## src/rtl/bgr_pkg.sv

```systemverilog
// ----------------------------------------------------------------------------
// bgr_pkg
// Shared types, constants and the character-to-glyph mapping for the
// bitmap glyph renderer.
// ----------------------------------------------------------------------------
package bgr_pkg;

  localparam int GLYPH_COUNT_DEF   = 256;
  localparam int MAX_AREA_SIDE_DEF = 1024;

  localparam int GLYPH_SIDE = 8;
  localparam int ROW_W      = 3;     // bits to count rows or columns of a glyph
  localparam int CODE_W     = 8;
  localparam int FONT_ADR_W = 11;
  localparam int ROW_BITS_W = 8;
  localparam int ORIGIN_W   = 12;
  localparam int POS_W      = 13;    // origin plus up to seven, signed
  localparam int COLOR_W    = 32;
  localparam int AREA_REG_W = 11;
  localparam int AREA_W     = 12;    // clamped side, holds MAX_AREA_SIDE up to 2048
  localparam int PIX_ADR_W  = 20;
  localparam int CFG_IDX_W  = 1;

  // Configuration register indexes
  localparam logic [CFG_IDX_W-1:0] REG_AREA_WIDTH  = 1'd0;
  localparam logic [CFG_IDX_W-1:0] REG_AREA_HEIGHT = 1'd1;

  // Command codes
  localparam logic CMD_LOAD = 1'b0;
  localparam logic CMD_DRAW = 1'b1;

  localparam logic [CODE_W-1:0] LOWER_BASE = 8'd1;
  localparam logic [CODE_W-1:0] UPPER_BASE = 8'd33;
  localparam logic [CODE_W-1:0] DIGIT_BASE = 8'd62;
  localparam logic [CODE_W-1:0] CHAR_LO_A  = 8'h61;
  localparam logic [CODE_W-1:0] CHAR_LO_Z  = 8'h7a;
  localparam logic [CODE_W-1:0] CHAR_UP_A  = 8'h41;
  localparam logic [CODE_W-1:0] CHAR_UP_Z  = 8'h5a;
  localparam logic [CODE_W-1:0] CHAR_ZERO  = 8'h30;
  localparam logic [CODE_W-1:0] CHAR_NINE  = 8'h39;

  typedef enum logic [1:0] {
    ST_IDLE,
    ST_DRAW,
    ST_FLUSH
  } raster_state_t;

  // Draw item handed from the top level to the raster sequencer
  typedef struct packed {
    logic [CODE_W-1:0]          glyph;
    logic signed [ORIGIN_W-1:0] ox;
    logic signed [ORIGIN_W-1:0] oy;
    logic [COLOR_W-1:0]         fore;
    logic [COLOR_W-1:0]         back;
    logic                       fill;
  } draw_cmd_t;

  function automatic logic [CODE_W-1:0] map_glyph(input logic [CODE_W-1:0] c);
    logic [CODE_W-1:0] g;
    g = c;
    priority if (c >= CHAR_LO_A && c <= CHAR_LO_Z) begin
      g = c - CHAR_LO_A + LOWER_BASE;
    end else if (c >= CHAR_UP_A && c <= CHAR_UP_Z) begin
      g = c - CHAR_UP_A + UPPER_BASE;
    end else if (c >= CHAR_ZERO && c <= CHAR_NINE) begin
      g = c - CHAR_ZERO + DIGIT_BASE;
    end else begin
      g = c;
    end
    return g;
  endfunction

endpackage

```

## src/rtl/bgr_ifs.sv

```systemverilog


interface bgr_pix_if;
  logic                            valid;
  logic                            ready;
  logic [bgr_pkg::PIX_ADR_W-1:0]   pixel_address;
  logic [bgr_pkg::COLOR_W-1:0]     pixel_value;
  logic                            last_write;

  modport source (output valid, pixel_address, pixel_value, last_write, input ready);
  modport sink (input valid, pixel_address, pixel_value, last_write, output ready);
endinterface

```

## src/rtl/bgr_raster.sv

```systemverilog
// ----------------------------------------------------------------------------
// bgr_raster
// Walks the 8x8 cell of one draw item, one pixel a cycle unless the output
// stalls, reading one font row per glyph row, clipping, and emitting pixel
// writes through a one-deep hold stage so the final write can carry last_write.
// ----------------------------------------------------------------------------
module bgr_raster #(
  parameter int GLYPH_COUNT = bgr_pkg::GLYPH_COUNT_DEF,
  parameter int GW          = $clog2(GLYPH_COUNT),
  parameter int AW          = GW + bgr_pkg::ROW_W
) (
  input  logic                         clk,
  input  logic                         rst,
  input  logic                         start,
  input  bgr_pkg::draw_cmd_t           cmd,
  input  logic [bgr_pkg::AREA_W-1:0]   area_w,
  input  logic [bgr_pkg::AREA_W-1:0]   area_h,
  output logic                         idle,
  output logic                         mem_re,
  output logic [AW-1:0]                mem_raddr,
  input  logic [bgr_pkg::ROW_BITS_W-1:0] mem_rdata,
  bgr_pix_if.source                    pix
);

  localparam int RW = bgr_pkg::ROW_W;
  localparam int PW = bgr_pkg::POS_W;
  localparam int AWW = bgr_pkg::AREA_W;
  localparam int PAW = bgr_pkg::PIX_ADR_W;
  localparam int CW = bgr_pkg::COLOR_W;
  localparam logic [RW-1:0] LAST_IDX = RW'(bgr_pkg::GLYPH_SIDE - 1);

  bgr_pkg::raster_state_t state, state_next;

  logic [RW-1:0]             row, col;
  logic signed [PW-1:0]      x, y;
  logic signed [bgr_pkg::ORIGIN_W-1:0] ox;
  logic [PAW-1:0]            row_base;
  logic [bgr_pkg::CODE_W-1:0] glyph;
  logic                      glyph_ok;
  logic [CW-1:0]             fore, back;
  logic                      fill;

  logic                      hold_v;
  logic [PAW-1:0]            hold_addr;
  logic [CW-1:0]             hold_val;

  logic                      out_v;
  logic [PAW-1:0]            out_addr;
  logic [CW-1:0]             out_val;
  logic                      out_last;

  logic [bgr_pkg::ROW_BITS_W-1:0] row_bits;
  logic                      bit_set, in_x, in_y, qual, out_free, row_end;
  logic                      adv, take_pix, push_hold, flush_last;
  logic [PAW-1:0]            pix_addr;
  logic signed [PW+AWW-1:0]  base_prod;

  assign row_bits = glyph_ok ? mem_rdata : '0;
  assign bit_set  = row_bits[LAST_IDX - col];
  assign in_x     = !x[PW-1] && (x[PW-2:0] < area_w);
  assign in_y     = !y[PW-1] && (y[PW-2:0] < area_h);
  assign qual     = (bit_set || fill) && in_x && in_y;
  assign pix_addr = row_base + PAW'(x[PW-2:0]);
  assign out_free = !out_v || pix.ready;
  assign row_end  = (col == LAST_IDX);
  assign base_prod = (PW+AWW)'(cmd.oy) * (PW+AWW)'($signed({1'b0, area_w}));

  // Next state
  always_comb begin
    state_next = state;
    unique case (state)
      bgr_pkg::ST_IDLE: begin
        if (start) state_next = bgr_pkg::ST_DRAW;
      end
      bgr_pkg::ST_DRAW: begin
        if (adv && row_end && row == LAST_IDX) state_next = bgr_pkg::ST_FLUSH;
      end
      bgr_pkg::ST_FLUSH: begin
        if (!hold_v || out_free) state_next = bgr_pkg::ST_IDLE;
      end
      default: state_next = bgr_pkg::ST_IDLE;
    endcase
  end

  // Outputs and datapath controls
  always_comb begin
    idle       = 1'b0;
    adv        = 1'b0;
    take_pix   = 1'b0;
    push_hold  = 1'b0;
    flush_last = 1'b0;
    mem_re     = 1'b0;
    mem_raddr  = {glyph[GW-1:0], row + RW'(1)};
    unique case (state)
      bgr_pkg::ST_IDLE: begin
        idle      = 1'b1;
        mem_re    = start;
        mem_raddr = {cmd.glyph[GW-1:0], RW'(0)};
      end
      bgr_pkg::ST_DRAW: begin
        // stall only when a new pixel meets an occupied hold stage and the output is full
        adv       = !(qual && hold_v) || out_free;
        take_pix  = adv && qual;
        push_hold = adv && qual && hold_v;
        mem_re    = adv && row_end && (row != LAST_IDX);
      end
      bgr_pkg::ST_FLUSH: begin
        push_hold  = hold_v && out_free;
        flush_last = push_hold;
      end
      default: begin
        idle = 1'b0;
      end
    endcase
  end

  always_ff @(posedge clk) begin
    if (rst) begin
      state  <= bgr_pkg::ST_IDLE;
      hold_v <= 1'b0;
      out_v  <= 1'b0;
    end else begin
      state <= state_next;
      if (take_pix) begin
        hold_v <= 1'b1;
      end else if (push_hold) begin
        hold_v <= 1'b0;
      end
      if (push_hold) begin
        out_v <= 1'b1;
      end else if (pix.ready) begin
        out_v <= 1'b0;
      end
    end
  end

  always_ff @(posedge clk) begin
    if (state == bgr_pkg::ST_IDLE && start) begin
      glyph    <= cmd.glyph;
      glyph_ok <= {1'b0, cmd.glyph} < (bgr_pkg::CODE_W + 1)'(GLYPH_COUNT);
      ox       <= cmd.ox;
      x        <= PW'(cmd.ox);
      y        <= PW'(cmd.oy);
      row_base <= base_prod[PAW-1:0];
      fore     <= cmd.fore;
      back     <= cmd.back;
      fill     <= cmd.fill;
      row      <= '0;
      col      <= '0;
    end else if (adv) begin
      col <= col + RW'(1);
      if (row_end) begin
        // next glyph row: rewind x and step the row base by one stride
        row      <= row + RW'(1);
        x        <= PW'(ox);
        y        <= y + PW'(1);
        row_base <= row_base + PAW'(area_w);
      end else begin
        x <= x + PW'(1);
      end
    end
    if (take_pix) begin
      hold_addr <= pix_addr;
      hold_val  <= bit_set ? fore : back;
    end
    if (push_hold) begin
      out_addr <= hold_addr;
      out_val  <= hold_val;
      out_last <= flush_last;
    end
  end

  assign pix.valid         = out_v;
  assign pix.pixel_address = out_addr;
  assign pix.pixel_value   = out_val;
  assign pix.last_write    = out_last;

endmodule

```

## src/flat_wrapper.sv

```systemverilog
// flat-port wrapper written by rule: the top's interface ports become plain ports
module bgr_raster_flat 
#(
  parameter int GLYPH_COUNT = bgr_pkg::GLYPH_COUNT_DEF,
  parameter int GW          = $clog2(GLYPH_COUNT),
  parameter int AW          = GW + bgr_pkg::ROW_W
)
  (clk, rst, start, cmd, area_w, area_h, idle, mem_re, mem_raddr, mem_rdata, pix_valid, pix_pixel_address, pix_pixel_value, pix_last_write, pix_ready);
  bgr_pix_if pix_i ();
  input  logic clk;
  input  logic rst;
  input  logic start;
  input  bgr_pkg::draw_cmd_t cmd;
  input  logic [bgr_pkg::AREA_W-1:0] area_w;
  input  logic [bgr_pkg::AREA_W-1:0] area_h;
  output logic idle;
  output logic mem_re;
  output logic [AW-1:0] mem_raddr;
  input  logic [bgr_pkg::ROW_BITS_W-1:0] mem_rdata;
  output wire logic [$bits(pix_i.valid)-1:0] pix_valid;
  output wire logic [$bits(pix_i.pixel_address)-1:0] pix_pixel_address;
  output wire logic [$bits(pix_i.pixel_value)-1:0] pix_pixel_value;
  output wire logic [$bits(pix_i.last_write)-1:0] pix_last_write;
  input wire logic [$bits(pix_i.ready)-1:0] pix_ready;
  assign pix_valid = pix_i.valid;
  assign pix_pixel_address = pix_i.pixel_address;
  assign pix_pixel_value = pix_i.pixel_value;
  assign pix_last_write = pix_i.last_write;
  assign pix_i.ready = pix_ready;
  bgr_raster #(.GLYPH_COUNT(GLYPH_COUNT), .GW(GW), .AW(AW)) u_core (.clk(clk), .rst(rst), .start(start), .cmd(cmd), .area_w(area_w), .area_h(area_h), .idle(idle), .mem_re(mem_re), .mem_raddr(mem_raddr), .mem_rdata(mem_rdata), .pix(pix_i));
endmodule
```

## config.mk

```make
export PLATFORM = sky130hd
export DESIGN_NAME = bgr_raster_flat
export DESIGN_NICKNAME = d
export VERILOG_FILES = /design/src/rtl/bgr_pkg.sv /design/src/rtl/bgr_ifs.sv /design/src/rtl/bgr_raster.sv /design/src/flat_wrapper.sv
export SDC_FILE = /design/constraint.sdc
export NUM_CORES = 1
export LEC_CHECK = 0
export BUFFER_PORTS_ARGS = -buffer_cell sky130_fd_sc_hd__buf_2
export CAP_MARGIN = 20
export CORE_UTILIZATION = 60
export DETAILED_ROUTE_END_ITERATION = 16
export GPL_TIMING_DRIVEN = 0
export PLACE_DENSITY_LB_ADDON = 0.05
export SETUP_SLACK_MARGIN = 0.02
export SLEW_MARGIN = 10
export SYNTH_ARGS = -nofsm -noshare
export SYNTH_HDL_FRONTEND = slang
export SYNTH_SLANG_ARGS = --single-unit
```

## constraint.sdc

```tcl
create_clock -name clk -period 11.47 [get_ports clk]
set_clock_uncertainty 0.15 [all_clocks]
set_input_delay 1.147 -clock clk [delete_from_list [all_inputs] [get_ports clk]]
set_output_delay 1.147 -clock clk [all_outputs]
set_load 0.05 [all_outputs]
```

# Word level (Yosys, flattened, before mapping)

Index checks and enable logic that the tools add are counted.

Register bits: 246
Input bits: 133
Output and inout port bits: 67
Word-level logic and storage cells: 93

Add/sub/neg operators: 7
$mul: 1
Order comparisons: 3
Eq/ne operators: 8
Mux-type cells: 26
Reductions and logical operators: 30

Operator list:

| cell                    | number |
|---|---|
| $mux W13                | 6 |
| $mux W20                | 3 |
| $add A20 B12 Y20        | 2 |
| $mux W32                | 1 |
| $add A13 B2 Y13 const B | 2 |
| $lt A12 B12 Y1          | 2 |
| $mul A12 B13 Y20        | 1 |
| $logic_and A1 B1 Y1     | 13 |
| $mux W11                | 1 |
| $mux W1                 | 8 |
| $reduce_bool A2 Y1      | 4 |
| $add A3 B1 Y3 const B   | 2 |
| $eq A3 B3 Y1 const B    | 2 |
| $mux W2                 | 3 |
| $pmux W2 S3             | 1 |
| $logic_not A1 Y1        | 5 |
| $logic_or A1 B1 Y1      | 4 |
| $lt A3 B4 Y1 const B    | 1 |
| $ne A2 B1 Y1 const B    | 2 |
| $pmux W1 S2             | 2 |
| $reduce_and A2 Y1       | 2 |
| $bmux W1 S3             | 1 |
| $ne A3 B3 Y1 const B    | 1 |
| $reduce_and A3 Y1       | 1 |
| 5 further kinds         | 5 |

# Logic depth before layout (Yosys ltp)

Depth in word-level cells: 14
Mapped depth: 20
Gate-level depth less buffers: 19

# Worst setup path before layout

OpenSTA, ideal clock, no wires.

Path kind: input -> register
From: input area_w[11] (netlist name)
To: register u_core.out_last, in the netlist u_core.pix.last_write, enable pin
Library setup time: 0.537 ns
Arrival time: 6.556 ns
Data required time: 10.783 ns
Slack: 4.228 ns
Cell stages on the path: 10
Buffers on the path: 1
Path through: clkbuf_1 > inv_1 > ha_1 > or4_1 > a21oi_1 > o21ai_0 > a21oi_1 > and3_1 > nand3b_1 > o21ai_0

Word-level cells in the longest chain between the ends: 10

Ends and longest elaborated chain:

| element                              | RTL line           | source |
|---|---|---|
| start, declared                      | flat_wrapper.sv:14 | `input logic [bgr_pkg::AREA_W-1:0] area_w;` |
| $lt A12 B12 Y1 (*)                   | bgr_raster.sv:60   | `assign in_x = !x[PW-1] && (x[PW-2:0] < area_w);` |
| $logic_and A1 B1 Y1 (*)              | bgr_raster.sv:60   |  |
| $logic_and A1 B1 Y1 (*) (2 in a row) | bgr_raster.sv:62   | `assign qual = (bit_set \|\| fill) && in_x && in_y;` |
| $logic_and A1 B1 Y1                  | bgr_raster.sv:102  | `adv = !(qual && hold_v) \|\| out_free;` |
| $logic_not A1 Y1                     | bgr_raster.sv:102  |  |
| $logic_or A1 B1 Y1                   | bgr_raster.sv:102  |  |
| $logic_and A1 B1 Y1 (*) (2 in a row) | bgr_raster.sv:104  | `push_hold = adv && qual && hold_v;` |
| $pmux W1 S2 (*)                      | bgr_raster.sv:94   | `unique case (state)` |
| via u_core.push_hold                 | bgr_raster.sv:54   | `logic adv, take_pix, push_hold, flush_last;` |
| end signal, assigned                 | bgr_raster.sv:169  | `out_last <= flush_last;` |
| end, declared                        | bgr_raster.sv:50   | `logic out_last;` |

Mark *: on every way through the listed nets, which the timed path passes. The rest lies on a longest branch.
A chain may end at the register's enable or synchronous reset.

# Worst setup path in the final report

From: input area_w[3] (netlist name)
To: register u_core.row_base[19] (data pin)

Word-level cells in the longest chain between the ends: 4
Elaborated cells on any way between the ends: 5
Those cells by class: add/sub: 1; mul: 1; mux: 3

Ends and longest elaborated chain:

| element                                                                  | RTL line          | source |
|---|---|---|
| parallel branches: the longest is 3 deep, another holds $mul A12 B13 Y20 | n/a               |  |
| $mux W20 (*)                                                             | bgr_raster.sv:138 | `if (state == bgr_pkg::ST_IDLE && start) begin` |
| end signal, assigned                                                     | bgr_raster.sv:144 | `row_base <= base_prod[PAW-1:0];` |
| end signal, assigned                                                     | bgr_raster.sv:157 | `row_base <= row_base + PAW'(area_w);` |
| end, declared                                                            | bgr_raster.sv:37  | `logic [PAW-1:0] row_base;` |

Mark *: on every way between the ends. The select of a mux whose other input is x is not followed.

==> flow_summary.toml <==
[routing]
drt-wirelength-per-cell_um = 18.3
routed_wl_mm = 34.5
drc_errors = 0
routed-via-count = 10301
wl_met1_mm = 14.7
wl_met2_mm = 16.4
top_layer = "met4"
met3WireLength_mm = 2.39
vias_per_cell = 5.44
drtAntennaViolNets = 0
dr.pass1.iters = 5
initialDrtViolationCount = 600

[floorplan]
fp-row-count = 58
core_mm2 = 0.0251
start_util_pct = 61.1
die_w_um = 162
dieArea_mm2 = 0.0262
io_pins = 200
dieHeight_um = 162

[yosys]
synth-edff-count = 236
yosysWarnings = 0
synth_nets = 1649
synth_ff_type = "edfxtp_1"
synth_top_cell_by_area = "edfxtp_1"
syn_area_mm2 = 0.0153
syn_area_per_cell_um2 = 11.7
syn_inst = 1309
synth_area_leaders = "edfxtp_1 (46%), fa_1 (13%), ha_1 (8.8%)"
ys_ff_latch = 246
synthArstFlopShare_pct = 0
ys_types = 59
yosysTopAreaCellShare_pct = 46.2
ys_seq_area_share_pct = 47.5
synthTopCellsByCount = "edfxtp_1 (236), inv_1 (182), nand2_1 (135), ha_1 (108), fa_1 (99)"
yosysMostFrequentCell = "edfxtp_1"

[final_layout]
area_delta_synth_final_pct = 15.6
diodes = 0
multiInputGateArea_mm2 = 0.00721
stdcell_count = 1892
drive_gt1_share_pct = 19.1
fin_nets = 1882
final_area_mm2 = 0.0177
regArea_mm2 = 0.00729
num-fill-cells = 1852

[min_path]
hold_class = "register to register"

[placed_design]
place_area_mm2 = 0.0169
dp_hpwl_mm = 26.2
dp.cells = 1844
place_congestion = 0.896
io_buffers = 199

[power_and_ir_drop]
power_mw = 3.54
p_leak_nw = 7.59
ir_worst_vdd_mv = 0.127
p_per_area_mw_per_mm2 = 200

[cts]
root_buffer = "clkbuf_16"
post_cts_buffers = 0
post_cts_resized = 0
clock-sinks = 246
hold_buffers = 0
cts_inserted_buffers = 26
clock_path_buffers = 3
path_clk_slew_ns = 0.06
htreeDepth = 1
clkLatencyLatePin_ns = 0.54
tritoncts = "done"

[worst_setup_path]
reg2reg_slack_ns = 7.93
critPathRequiredTime_ns = 11.57
critPathLaunchType = "input port"
arrival_ns = 6.59
cp_max_fo = 10
path_class = "input port to register"
endpoint_kind = "register"

[global_routing]
antenna_found_initial = 0
grt_max_degree = 52
grt_pass1_wl_mm = 54.2
grt_overflow_total = 0
grt_pass1_vias = 10414
grtUsageTotal_pct = 27.0

[sta]
tightest_slew_ns = 0.735
holdWs_ns = 0.266
clock.fmax_mhz = 154
setup_tns_ns = 0
drv_slew = 0
fin_crit_sh_pct = 56.6
grt_setup_unrepaired = "no"
hold_violations = 0
period_needed_ns = 6.49
setup_viol = 0
slew_headroom_pct = 51.0

[run_status]
status = "complete, no violations"

[run]
drv_cap = 0
flip-flops by register name (all words and copies together) (netlist names), 2 cells and up:
register,cells
u_core.pix.pixel_value,32
u_core.y,13
u_core.row_base,20
u_core.state,2
u_core.pix.pixel_address,20
u_core.hold_val,32
u_core.x,13
u_core.fore,32
u_core.ox,12
u_core.glyph,8
u_core.back,32
u_core.row,3
u_core.col,3
u_core.hold_addr,20
power breakdown:
part | internal, mW | switching [mW] | leakage (nW)
clock | 0.477 | 0.348 | 0.405
sequential | 1.12 | 0.0680 | 2.29
combinational | 0.661 | 0.871 | 4.90
critical path: stages:
cell and delay [ns]:
buf_2 0.18, clkbuf_1 0.59, nand2_1 0.17, fa_1 0.54, fa_1 0.43, fa_1 0.54, inv_1 0.05, fa_1 0.48
inv_1 0.06, fa_1 0.53, inv_1 0.04, ha_1 0.32, o21a_1 0.13, o31a_1 0.22, o221ai_1 0.23, a32oi_1 0.36
a31oi_1 0.15, xnor2_1 0.29, mux2i_1 0.12
worst paths after layout:
path                                  startpoint  cells after the start                                endpoint
setup reg to reg          u_core.x[11]$_DFFE_PP_                      9           u_core.hold_addr[0]$_DFFE_PP_
hold reg to reg   u_core.hold_addr[17]$_DFFE_PP_                      0  u_core.pix.pixel_address[17]$_DFFE_PP_
setup / recovery                       area_w[3]                     19           u_core.row_base[19]$_DFFE_PP_
hold / removal    u_core.hold_addr[17]$_DFFE_PP_                      0  u_core.pix.pixel_address[17]$_DFFE_PP_
cells by family after synthesis:
logic type,count (synthesis),share of synthesized area (%)
AOI/OAI and AO/OA,170,6.81
xor gates and xnor gates,70,4.00
adders and majority gates,207,21.7
buffers and inverters,225,5.56
DFF,246,47.5
muxes,49,3.77
and+or+nand+nor,342,10.6
layout by cell type (no fill, tap or decap), drive strengths merged, types with 13 or more instances in the layout:
cell and count:
nand2 135, nand2b 13, xor2 26, ha 108
and3 14, xnor2 44, fa 99, edfxtp 236
nor2 61, nand3 25, mux2 40, buf 212
o21ai 58, inv 182, a21oi 48, clkbuf 67
and2 59
through the flow:
step	utilization, %	setup slack (ns)
after floorplan	-	4.23
after global placement	66.7	1.55
after detailed placement	67.2	4.45
after CTS	70.6	5.02
after global routing	70.6	4.60
final	70.6	4.98
cell type report:
cell class	count	share of cell area, %
buffer	42	0.953
clock buffer	32	3.91
clock inverter	16	0.876
inverter	183	3.88
multi-input combinational	838	40.7
sequential	246	41.1
tap	330	2.33
timing repair buffer	205	6.27
metal layers:
metal / global-route usage [%] / vias up
met5: 0 / -
met4: 9.69 / 0
met3: 4.39 / 72
met2: 44.8 / 320
met1: 36.2 / 4986
li1: - / 4923
No activity file was read; power rests on OpenSTA's default activity.
